<file path="src/border_bounding_box_finder_top_assert.svh">
// Assertion macros for the border bounding box finder.
`ifndef BORDER_BOUNDING_BOX_FINDER_TOP_ASSERT_SVH
`define BORDER_BOUNDING_BOX_FINDER_TOP_ASSERT_SVH

// Same-cycle implication, checked outside reset.
`define BBF_ASSERT_NOW(lbl, ante, cons) \
  lbl: assert property (@(posedge clk) disable iff (!rst_n) (ante) |-> (cons)) \
    else $error("bbf assertion failed");

// Next-cycle implication, checked outside reset.
`define BBF_ASSERT_NEXT(lbl, ante, cons) \
  lbl: assert property (@(posedge clk) disable iff (!rst_n) (ante) |=> (cons)) \
    else $error("bbf assertion failed");

`endif

</file>
<file path="src/bbf_pkg.sv">
// Shared types and constants for the border bounding box finder.
`default_nettype none
package bbf_pkg;

  localparam int MAX_DIM   = 4096;
  localparam int COORD_W   = $clog2(MAX_DIM);
  localparam int SIZE_W    = 13;
  localparam int CH_W      = 8;
  localparam int PIX_W     = 3 * CH_W;
  localparam int CFG_IDX_W = 1;
  localparam int Q_DEPTH   = 4;
  localparam int Q_PTR_W   = $clog2(Q_DEPTH);
  localparam int Q_CNT_W   = Q_PTR_W + 1;

  typedef enum logic [CFG_IDX_W-1:0] {
    REG_IMAGE_WIDTH  = 1'b0,
    REG_IMAGE_HEIGHT = 1'b1
  } cfg_reg_t;

  localparam logic STATUS_BOX = 1'b0;
  localparam logic STATUS_BG  = 1'b1;

  // One classified pixel handed from the front to the back.
  typedef struct packed {
    logic               hit;
    logic               last;
    logic [COORD_W-1:0] col;
    logic [COORD_W-1:0] row;
  } box_item_t;

  // Queue occupancy seen by both sides.
  typedef struct packed {
    logic full;
    logic empty;
  } q_stat_t;

  // Map a raw size register to the index of the last column or row.
  function automatic logic [COORD_W-1:0] last_index(input logic [SIZE_W-1:0] v);
    logic [SIZE_W-1:0] eff;
    if (v == '0) begin
      eff = SIZE_W'(1);
    end else if (v > SIZE_W'(MAX_DIM)) begin
      eff = SIZE_W'(MAX_DIM);
    end else begin
      eff = v;
    end
    return COORD_W'(eff - SIZE_W'(1));
  endfunction

endpackage
`default_nettype wire

</file>
<file path="src/bbf_if.sv">
// Handshake interfaces: pixel requests, result requests and register writes.
`default_nettype none
interface bbf_pix_if import bbf_pkg::*; ();
  logic            valid;
  logic            ready;
  logic [CH_W-1:0] red;
  logic [CH_W-1:0] green;
  logic [CH_W-1:0] blue;
  modport source (output valid, red, green, blue, input ready);
  modport sink   (input valid, red, green, blue, output ready);
endinterface

interface bbf_res_if import bbf_pkg::*; ();
  logic               valid;
  logic               ready;
  logic               status;
  logic [COORD_W-1:0] left;
  logic [COORD_W-1:0] top;
  logic [SIZE_W-1:0]  crop_width;
  logic [SIZE_W-1:0]  crop_height;
  modport source (output valid, status, left, top, crop_width, crop_height, input ready);
  modport sink   (input valid, status, left, top, crop_width, crop_height, output ready);
endinterface

interface bbf_cfg_if import bbf_pkg::*; ();
  logic                 valid;
  logic                 ready;
  logic [CFG_IDX_W-1:0] reg_idx;
  logic [SIZE_W-1:0]    wdata;
  modport source (output valid, reg_idx, wdata, input ready);
  modport sink   (input valid, reg_idx, wdata, output ready);
endinterface
`default_nettype wire

</file>
<file path="src/border_bounding_box_finder_top.sv">
// Top level of the border bounding box finder (autocrop). Pixel requests (24-bit
// RGB, raster order) are taken at one per cycle while the queue has room. The
// frame size comes from two registers, image_width (index 0) and image_height
// (index 1); 0 reads as 1 and values above 4096 read as 4096. Write them only
// while no frame is in flight. The first pixel of a frame is the background;
// every other pixel that differs from it widens a box of least/greatest column
// and row. After the last pixel of a frame one result request leaves: status 0
// with left, top, crop_width and crop_height, or status 1 with zeros when the
// whole frame matched the background. Sustained rate is one pixel per cycle
// while results are taken, set by the single compare-and-update step in the
// back end. A result is registered behind the queue; a four-entry queue between
// the front (position tracking, background compare) and the back (box update,
// result register) keeps pixels flowing while a result waits to be taken.
`default_nettype none
module border_bounding_box_finder_top import bbf_pkg::*; (
  input  wire logic clk,
  input  wire logic rst_n,
  bbf_pix_if.sink   in_ch,
  bbf_cfg_if.sink   cfg_ch,
  bbf_res_if.source out_ch
);

`include "border_bounding_box_finder_top_assert.svh"

  logic      push, pop;
  box_item_t push_item, head_item;
  q_stat_t   qstat;

  // front: classifies each pixel against the latched background
  bbf_front u_front (
    .clk       (clk),
    .rst_n     (rst_n),
    .in_ch     (in_ch),
    .cfg_ch    (cfg_ch),
    .qstat     (qstat),
    .push      (push),
    .push_item (push_item)
  );

  // queue: decouples pixel intake from result backpressure
  bbf_queue u_queue (
    .clk       (clk),
    .rst_n     (rst_n),
    .push      (push),
    .push_item (push_item),
    .pop       (pop),
    .head_item (head_item),
    .stat      (qstat)
  );

  // back: min/max box and output register
  bbf_back u_back (
    .clk       (clk),
    .rst_n     (rst_n),
    .head_item (head_item),
    .qstat     (qstat),
    .pop       (pop),
    .out_ch    (out_ch)
  );

  // a request is never pushed into a full queue
  `BBF_ASSERT_NOW(a_no_push_full, push, !qstat.full)
  // the back never pops an empty queue
  `BBF_ASSERT_NOW(a_no_pop_empty, pop, !qstat.empty)
  // a frame-end item always produces a pending result
  `BBF_ASSERT_NEXT(a_frame_end_result, pop && head_item.last, out_ch.valid)

endmodule
`default_nettype wire

</file>
<file path="src/bbf_queue.sv">
// Short FIFO of classified pixels between front and back.
`default_nettype none
module bbf_queue import bbf_pkg::*; (
  input  wire logic      clk,
  input  wire logic      rst_n,
  input  wire logic      push,
  input  wire box_item_t push_item,
  input  wire logic      pop,
  output box_item_t      head_item,
  output q_stat_t        stat
);

  box_item_t          mem_r [Q_DEPTH];
  logic [Q_PTR_W-1:0] wr_ptr_r, wr_ptr_nxt;
  logic [Q_PTR_W-1:0] rd_ptr_r, rd_ptr_nxt;
  logic [Q_CNT_W-1:0] cnt_r, cnt_nxt;
  logic               do_push, do_pop;

  assign stat.full  = (cnt_r == Q_CNT_W'(Q_DEPTH));
  assign stat.empty = (cnt_r == '0);
  assign do_push    = push && !stat.full;
  assign do_pop     = pop && !stat.empty;
  assign head_item  = mem_r[rd_ptr_r];

  always_comb begin
    wr_ptr_nxt = do_push ? wr_ptr_r + Q_PTR_W'(1) : wr_ptr_r;
    rd_ptr_nxt = do_pop ? rd_ptr_r + Q_PTR_W'(1) : rd_ptr_r;
    cnt_nxt    = cnt_r;
    if (do_push && !do_pop) begin
      cnt_nxt = cnt_r + Q_CNT_W'(1);
    end else if (do_pop && !do_push) begin
      cnt_nxt = cnt_r - Q_CNT_W'(1);
    end
  end

  always_ff @(posedge clk) begin
    if (!rst_n) begin
      wr_ptr_r <= '0;
      rd_ptr_r <= '0;
      cnt_r    <= '0;
    end else begin
      wr_ptr_r <= wr_ptr_nxt;
      rd_ptr_r <= rd_ptr_nxt;
      cnt_r    <= cnt_nxt;
    end
  end

  always_ff @(posedge clk) begin
    if (do_push) begin
      mem_r[wr_ptr_r] <= push_item;
    end
  end

endmodule
`default_nettype wire

</file>
<file path="src/bbf_front.sv">
// Front end: size registers, raster position and background compare.
`default_nettype none
module bbf_front import bbf_pkg::*; (
  input  wire logic clk,
  input  wire logic rst_n,
  bbf_pix_if.sink   in_ch,
  bbf_cfg_if.sink   cfg_ch,
  input  wire q_stat_t qstat,
  output logic      push,
  output box_item_t push_item
);

  logic [COORD_W-1:0] col_last_r, col_last_nxt;
  logic [COORD_W-1:0] row_last_r, row_last_nxt;
  logic [COORD_W-1:0] col_r, col_nxt;
  logic [COORD_W-1:0] row_r, row_nxt;
  logic [PIX_W-1:0]   bg_r, bg_nxt;
  logic [PIX_W-1:0]   pixel;
  logic               first, row_end, frame_end;

  assign cfg_ch.ready = 1'b1;
  assign in_ch.ready  = !qstat.full;
  assign push         = in_ch.valid && in_ch.ready;

  assign pixel     = {in_ch.red, in_ch.green, in_ch.blue};
  assign first     = (col_r == '0) && (row_r == '0);
  assign row_end   = (col_r >= col_last_r);
  assign frame_end = row_end && (row_r >= row_last_r);

  assign push_item.hit  = !first && (pixel != bg_r);
  assign push_item.last = frame_end;
  assign push_item.col  = col_r;
  assign push_item.row  = row_r;

  // Registers hold the last index so the size clamp stays off the pixel path.
  always_comb begin
    col_last_nxt = col_last_r;
    row_last_nxt = row_last_r;
    if (cfg_ch.valid) begin
      case (cfg_reg_t'(cfg_ch.reg_idx))
        REG_IMAGE_WIDTH:  col_last_nxt = last_index(cfg_ch.wdata);
        REG_IMAGE_HEIGHT: row_last_nxt = last_index(cfg_ch.wdata);
        default: ;
      endcase
    end
  end

  always_comb begin
    col_nxt = col_r;
    row_nxt = row_r;
    bg_nxt  = bg_r;
    if (push) begin
      if (first) begin
        bg_nxt = pixel;
      end
      if (frame_end) begin
        col_nxt = '0;
        row_nxt = '0;
      end else if (row_end) begin
        col_nxt = '0;
        row_nxt = row_r + COORD_W'(1);
      end else begin
        col_nxt = col_r + COORD_W'(1);
      end
    end
  end

  always_ff @(posedge clk) begin
    if (!rst_n) begin
      col_last_r <= '0;
      row_last_r <= '0;
      col_r      <= '0;
      row_r      <= '0;
      bg_r       <= '0;
    end else begin
      col_last_r <= col_last_nxt;
      row_last_r <= row_last_nxt;
      col_r      <= col_nxt;
      row_r      <= row_nxt;
      bg_r       <= bg_nxt;
    end
  end

endmodule
`default_nettype wire

</file>
<file path="src/bbf_back.sv">
// Back end: running box update and result register.
`default_nettype none
module bbf_back import bbf_pkg::*; (
  input  wire logic      clk,
  input  wire logic      rst_n,
  input  wire box_item_t head_item,
  input  wire q_stat_t   qstat,
  output logic           pop,
  bbf_res_if.source      out_ch
);

  logic [COORD_W-1:0] min_c_r, min_c_nxt, max_c_r, max_c_nxt;
  logic [COORD_W-1:0] min_r_r, min_r_nxt, max_r_r, max_r_nxt;
  logic               found_r, found_nxt;
  logic [COORD_W-1:0] u_min_c, u_max_c, u_min_r, u_max_r;
  logic               u_found;
  logic               out_valid_r, out_valid_nxt;
  logic               status_r, status_nxt;
  logic [COORD_W-1:0] left_r, left_nxt, top_r, top_nxt;
  logic [SIZE_W-1:0]  cw_r, cw_nxt, ch_r, ch_nxt;
  logic               emit;

  // Only a frame-end item needs the result register free.
  assign pop  = !qstat.empty && (!head_item.last || !out_valid_r || out_ch.ready);
  assign emit = pop && head_item.last;

  always_comb begin
    u_min_c = min_c_r;
    u_max_c = max_c_r;
    u_min_r = min_r_r;
    u_max_r = max_r_r;
    u_found = found_r;
    if (head_item.hit) begin
      if (head_item.col < min_c_r) u_min_c = head_item.col;
      if (head_item.col > max_c_r) u_max_c = head_item.col;
      if (head_item.row < min_r_r) u_min_r = head_item.row;
      if (head_item.row > max_r_r) u_max_r = head_item.row;
      u_found = 1'b1;
    end
  end

  always_comb begin
    min_c_nxt = min_c_r;
    max_c_nxt = max_c_r;
    min_r_nxt = min_r_r;
    max_r_nxt = max_r_r;
    found_nxt = found_r;
    if (pop) begin
      if (head_item.last) begin
        min_c_nxt = '1;
        max_c_nxt = '0;
        min_r_nxt = '1;
        max_r_nxt = '0;
        found_nxt = 1'b0;
      end else begin
        min_c_nxt = u_min_c;
        max_c_nxt = u_max_c;
        min_r_nxt = u_min_r;
        max_r_nxt = u_max_r;
        found_nxt = u_found;
      end
    end
  end

  always_comb begin
    status_nxt = status_r;
    left_nxt   = left_r;
    top_nxt    = top_r;
    cw_nxt     = cw_r;
    ch_nxt     = ch_r;
    if (emit) begin
      if (u_found) begin
        status_nxt = STATUS_BOX;
        left_nxt   = u_min_c;
        top_nxt    = u_min_r;
        cw_nxt     = {1'b0, u_max_c} - {1'b0, u_min_c} + SIZE_W'(1);
        ch_nxt     = {1'b0, u_max_r} - {1'b0, u_min_r} + SIZE_W'(1);
      end else begin
        status_nxt = STATUS_BG;
        left_nxt   = '0;
        top_nxt    = '0;
        cw_nxt     = '0;
        ch_nxt     = '0;
      end
    end
    if (emit) begin
      out_valid_nxt = 1'b1;
    end else if (out_ch.ready) begin
      out_valid_nxt = 1'b0;
    end else begin
      out_valid_nxt = out_valid_r;
    end
  end

  always_ff @(posedge clk) begin
    if (!rst_n) begin
      min_c_r     <= '1;
      max_c_r     <= '0;
      min_r_r     <= '1;
      max_r_r     <= '0;
      found_r     <= 1'b0;
      out_valid_r <= 1'b0;
    end else begin
      min_c_r     <= min_c_nxt;
      max_c_r     <= max_c_nxt;
      min_r_r     <= min_r_nxt;
      max_r_r     <= max_r_nxt;
      found_r     <= found_nxt;
      out_valid_r <= out_valid_nxt;
    end
  end

  always_ff @(posedge clk) begin
    status_r <= status_nxt;
    left_r   <= left_nxt;
    top_r    <= top_nxt;
    cw_r     <= cw_nxt;
    ch_r     <= ch_nxt;
  end

  assign out_ch.valid       = out_valid_r;
  assign out_ch.status      = status_r;
  assign out_ch.left        = left_r;
  assign out_ch.top         = top_r;
  assign out_ch.crop_width  = cw_r;
  assign out_ch.crop_height = ch_r;

endmodule
`default_nettype wire

</file>
<file path="src/flat_wrapper.sv">
// flat-port wrapper written by rule: the top's interface ports become plain ports
module border_bounding_box_finder_top_flat import bbf_pkg::*;
  (clk, rst_n, in_ch_valid, in_ch_red, in_ch_green, in_ch_blue, in_ch_ready, cfg_ch_valid, cfg_ch_reg_idx, cfg_ch_wdata, cfg_ch_ready, out_ch_valid, out_ch_status, out_ch_left, out_ch_top, out_ch_crop_width, out_ch_crop_height, out_ch_ready);
  bbf_pix_if in_ch_i ();
  bbf_cfg_if cfg_ch_i ();
  bbf_res_if out_ch_i ();
  input  wire logic clk;
  input  wire logic rst_n;
  input wire logic [$bits(in_ch_i.valid)-1:0] in_ch_valid;
  input wire logic [$bits(in_ch_i.red)-1:0] in_ch_red;
  input wire logic [$bits(in_ch_i.green)-1:0] in_ch_green;
  input wire logic [$bits(in_ch_i.blue)-1:0] in_ch_blue;
  output wire logic [$bits(in_ch_i.ready)-1:0] in_ch_ready;
  input wire logic [$bits(cfg_ch_i.valid)-1:0] cfg_ch_valid;
  input wire logic [$bits(cfg_ch_i.reg_idx)-1:0] cfg_ch_reg_idx;
  input wire logic [$bits(cfg_ch_i.wdata)-1:0] cfg_ch_wdata;
  output wire logic [$bits(cfg_ch_i.ready)-1:0] cfg_ch_ready;
  output wire logic [$bits(out_ch_i.valid)-1:0] out_ch_valid;
  output wire logic [$bits(out_ch_i.status)-1:0] out_ch_status;
  output wire logic [$bits(out_ch_i.left)-1:0] out_ch_left;
  output wire logic [$bits(out_ch_i.top)-1:0] out_ch_top;
  output wire logic [$bits(out_ch_i.crop_width)-1:0] out_ch_crop_width;
  output wire logic [$bits(out_ch_i.crop_height)-1:0] out_ch_crop_height;
  input wire logic [$bits(out_ch_i.ready)-1:0] out_ch_ready;
  assign in_ch_i.valid = in_ch_valid;
  assign in_ch_i.red = in_ch_red;
  assign in_ch_i.green = in_ch_green;
  assign in_ch_i.blue = in_ch_blue;
  assign in_ch_ready = in_ch_i.ready;
  assign cfg_ch_i.valid = cfg_ch_valid;
  assign cfg_ch_i.reg_idx = cfg_ch_reg_idx;
  assign cfg_ch_i.wdata = cfg_ch_wdata;
  assign cfg_ch_ready = cfg_ch_i.ready;
  assign out_ch_valid = out_ch_i.valid;
  assign out_ch_status = out_ch_i.status;
  assign out_ch_left = out_ch_i.left;
  assign out_ch_top = out_ch_i.top;
  assign out_ch_crop_width = out_ch_i.crop_width;
  assign out_ch_crop_height = out_ch_i.crop_height;
  assign out_ch_i.ready = out_ch_ready;
  border_bounding_box_finder_top u_core (.clk(clk), .rst_n(rst_n), .in_ch(in_ch_i), .cfg_ch(cfg_ch_i), .out_ch(out_ch_i));
endmodule
</file>
<file path="config.mk">
export PLATFORM = sky130hd
export DESIGN_NAME = border_bounding_box_finder_top_flat
export DESIGN_NICKNAME = d
export VERILOG_FILES = /design/src/bbf_pkg.sv /design/src/bbf_if.sv /design/src/border_bounding_box_finder_top.sv /design/src/bbf_queue.sv /design/src/bbf_front.sv /design/src/bbf_back.sv /design/src/flat_wrapper.sv
export VERILOG_INCLUDE_DIRS = /design/src /design/src/src
export SDC_FILE = /design/constraint.sdc
export NUM_CORES = 1
export LEC_CHECK = 0
export ABC_AREA = 1
export BUFFER_PORTS_ARGS = -buffer_cell sky130_fd_sc_hd__buf_2
export CAP_MARGIN = 0
export CORE_MARGIN = 4
export CORE_UTILIZATION = 35
export CTS_CLUSTER_DIAMETER = 120
export CTS_CLUSTER_SIZE = 8
export DETAILED_ROUTE_END_ITERATION = 8
export GPL_TIMING_DRIVEN = 0
export REMOVE_ABC_BUFFERS = 1
export SLEW_MARGIN = 20
export SYNTH_ARGS = -nofsm -noshare
export SYNTH_HDL_FRONTEND = slang
export SYNTH_SLANG_ARGS = --single-unit
</file>
<file path="constraint.sdc">
create_clock -name clk -period 5.9 [get_ports clk]
set_input_delay 0.885 -clock clk [delete_from_list [all_inputs] [get_ports clk]]
set_output_delay 0.885 -clock clk [all_outputs]
set_load 0.02 [all_outputs]
</file>
==> key figures <==
Global routing
  • Global-route wire length before repair: 56.68 mm
  • Largest net degree at the start of global routing: 55
  • Vias in the first global route: 11556
  • Antenna violations before repair: 0
  • Busiest grt layer: met2
  • Global route overflow: 0
  • Met1 GRT Util: 18.94%
  • GR Util All Layers: 14.27%
  • Met3 usage: 2.714%
  • GR Layer Usage met2: between 20% and 30%

Timing
  • Tcrit/Tclk final: 90.44%
  • Worst slew pin tran: 1.069 ns
  • Unrepaired setup endpoints after global routing: no
  • Slew Viols, Final: 0
  • Clock skew: approximately 0.015 ns
  • Final setup vio count: 0
  • Final hold violation count: 0
  • Post-route setup TNS: 0 ns
  • Minimum clock period: 5.336 ns
  • Hold Slack: approximately 0.46 ns
  • Slew headroom: 28.76%
  • F_max: 187.4 MHz

Setup path
  • Most common cell on crit path: nand2_1
  • Top cell family by delay on the critical path: simple AND/OR/NAND/NOR gates
  • Crit Path Max Fanout: 52
  • WP buf/inv: 5
  • Kind of end point of the critical path: flop
  • CP peak stage delay: 0.52 ns
  • Slowest CP cell: dfxtp_2
  • Arrival time worst endpoint: 5.62 ns
  • Worst setup SP type: flop
  • CP Class: flop to flop
  • Worst EP required: between 6 and 7 ns

Floorplanning
  • Core Footprint: 44120 sq um
  • Die area: 47980 sq um
  • Chip Width: about 220 um
  • I/O pin cnt: 97
  • Die height: 219.1 um
  • Num rows: 77
  • Initial Utilization: about a third

Logic synthesis
  • Post-synth EDFFs: between 150 and 200
  • Mapped Area: 15590 sq um
  • Sequential share of the synthesized area: 46.68%
  • Register bit total from synthesis: 286
  • Asr flop ratio synth: 0%
  • Predominant post-synthesis flop cell: edfxtp_1
  • Mapped Avg Cell Area: between 8 and 9 sq um
  • Synth Warn #: 0
  • Cells after Synth: 1839
  • Netlist cell types: 50

CTS
  • Number of buffers created by CTS: approximately 40
  • Setup Buffers After CTS: 0
  • Root Driver: clkbuf_16
  • CTS sink count: 286
  • Max Root-Sink Buffers: 3
  • Skew-Pair Late Insertion Delay: 0.54 ns
  • H-Tree Depth: 2
  • Reg clk slew, reported paths: approximately 0.05 ns
  • CTS tree: yes

Job
  • Max cap viols: 0

Status
  • Outcome: complete, no violations

Layout
  • Fill cells: 4453
  • Ant diodes: 0
  • Final #Nets: 2088
  • Finished Cell Area: 17820 sq um
  • Share of cells above drive strength 1: 9.016%
  • Area delta synth->final: 14.28%

Routing
  • # DRC: 0
  • Average vias per placed instance: 4.826
  • ANT nets after route: 0
  • Post-Route WL: 34.72 mm
  • Pre-Repair DR Iteration Count: 8
  • DR WL/cell: roughly 14 um
  • Via count: 12224
  • 1st-iter DRT viols: 682

Placed design
  • Placed Area: 16670 sq um
  • GPL Wtd Cong: 0.8495
  • Port bufs: between 90 and 100
  • Dpl hpwl: 24.76 mm

Worst hold path
  • Worst Hold Class: flop to flop
-- worst paths after layout --
| check | endpoint | cells past startpoint | start | slack (ns) |
|---|---|---|---|---|
| setup reg to reg | u_core.u_back.out_ch.crop_height[9]$_SDFFCE_PP0P_ | 27 | flop | 0.56 |
| hold / removal | u_core.u_back.max_c_r[6]$_SDFFE_PN0P_ | 2 | u_core.u_back.max_c_r[6]$_SDFFE_PN0P_ | 0.46 |
| setup / recovery | u_core.u_back.out_ch.crop_height[9]$_SDFFCE_PP0P_ | 27 | flop | 0.56 |
| hold reg to reg | u_core.u_back.max_c_r[6]$_SDFFE_PN0P_ | 2 | u_core.u_back.max_c_r[6]$_SDFFE_PN0P_ | 0.46 |
-- tightest hold or removal path, delay by kind of cell, from the launching register on --
family / cells / cell delay (ns)
and+or+nand+nor: 1 / 0.06
DFF: 1 / 0.30
AOI/OAI and AO/OA: 1 / 0.05
-- metrics by stage --
step	std cells	utilization [%]	setup WS (ns)
after global routing	2533	40.38	0.06024
after floorplan	1771	-	0.7980
after CTS	2533	40.36	0.4108
after global placement	2458	37.31	-0.8726
after detailed placement	2465	37.79	0.4400
final	2533	40.38	0.5643
-- metal layers --
metal | vias up | share of wire (%)
met2 | 175 | 46
met3 | 48 | 4.0
li1 | 6330 | -
met1 | 5671 | 48
met4 | 0 | 1.9
met5 | - | 0
-- layout by cell type (no fill, tap or decap), types with 4 or more instances in the layout --
cell type  netlist  layout
nor2_1         127     122
edfxtp_1       155     155
xnor2_1          4       4
a32o_1          22      22
nand2_1        374     372
nand4_1         12      12
nand3_1        166     166
dfxtp_1        131     130
ha_1           126     126
nor3_1          46      46
buf_2           27      95
and2_1          22      22
clkbuf_16        0      41
nor2_4           1       7
a21oi_1        150     150
buf_12           0       4
clkbuf_1        27      26
o21bai_1         4       4
xor2_1          39      39
nor4_1           7       7
inv_1          230     230
nand2_2          3       5
o21ai_0         89      89
o21ai_1         23      23
-- sequential cells by signal, summed over array words and instances, names as in the netlist, named ones only --
name	cells
u_core.u_queue.rd_ptr_r	2
u_core.u_back.out_ch.valid	1
u_core.u_front.col_r	12
u_core.u_front.bg_r	24
u_core.u_back.max_r_r	12
u_core.u_front.row_r	12
u_core.u_queue.mem_r	104
u_core.u_back.found_r	1
u_core.u_back.max_c_r	12
u_core.u_front.row_last_r	12
u_core.u_back.min_c_r	12
u_core.u_queue.wr_ptr_r	2
u_core.u_back.out_ch.top	12
u_core.u_back.out_ch.crop_width	13
u_core.u_back.out_ch.left	12
u_core.u_front.col_last_r	12
u_core.u_queue.cnt_r	3
u_core.u_back.out_ch.crop_height	13
u_core.u_back.out_ch.status	1
u_core.u_back.min_r_r	12
-- layout make-up --
| type | instances | area, sq um | share of cell area, % |
|---|---|---|---|
| timing repair buffer | 102 | 638.1 | 3.582 |
| clock buffer | 68 | 1137 | 6.384 |
| multi-input combinational | 1247 | 7123 | 39.98 |
| sequential | 286 | 7278 | 40.85 |
| inverter | 238 | 898.4 | 5.043 |
| tap | 592 | 740.7 | 4.158 |
-- cells in the mapped netlist, types with 3 or more instances --
master	instances	area, sq um
fa_1	3	60.06
and2_1	22	137.6
edfxtp_1	155	4654
nand3_2	3	30.03
nand3_1	166	830.8
o21a_1	3	22.52
nand2_2	3	18.77
a21oi_1	150	750.7
xor2_1	39	341.6
nand4_1	12	75.07
nor3_1	46	230.2
o21ai_1	23	115.1
buf_4	4	30.03
o21bai_1	4	30.03
clkinv_1	3	11.26
xnor2_1	4	35.03
buf_2	27	135.1
nor4_1	7	43.79
nor2_1	127	476.7
dfxtp_1	131	2623
inv_1	230	863.3
inv_2	4	15.01
buf_1	5	18.77
ha_1	126	1577
o21ai_0	89	445.4
clkbuf_1	27	101.4
buf_6	5	56.30
a32o_1	22	220.2
nand2_1	374	1404
-- repair_timing --
action	CTS	global route
hold buffers	0	0
hold endpoints to repair	0	0
setup endpoints to repair	0	1
gates resized for setup	0	3
-- cell families after synthesis --
| kind of cell | after synthesis | share of synthesized area (%) |
|---|---|---|
| XOR/XNOR | 43 | 2.416 |
| adder cells (fa/ha/maj) | 129 | 10.50 |
| AND/OR/NAND/NOR | 772 | 21.60 |
| flip-flops | 286 | 46.68 |
| other | 1 | 0.02405 |
| buffers and inverters | 306 | 7.937 |
| AO/OA/AOI/OAI | 302 | 10.85 |
Power is not shown: default switching activity piles up to over one toggle a cycle in this logic, so the estimate is an artifact.
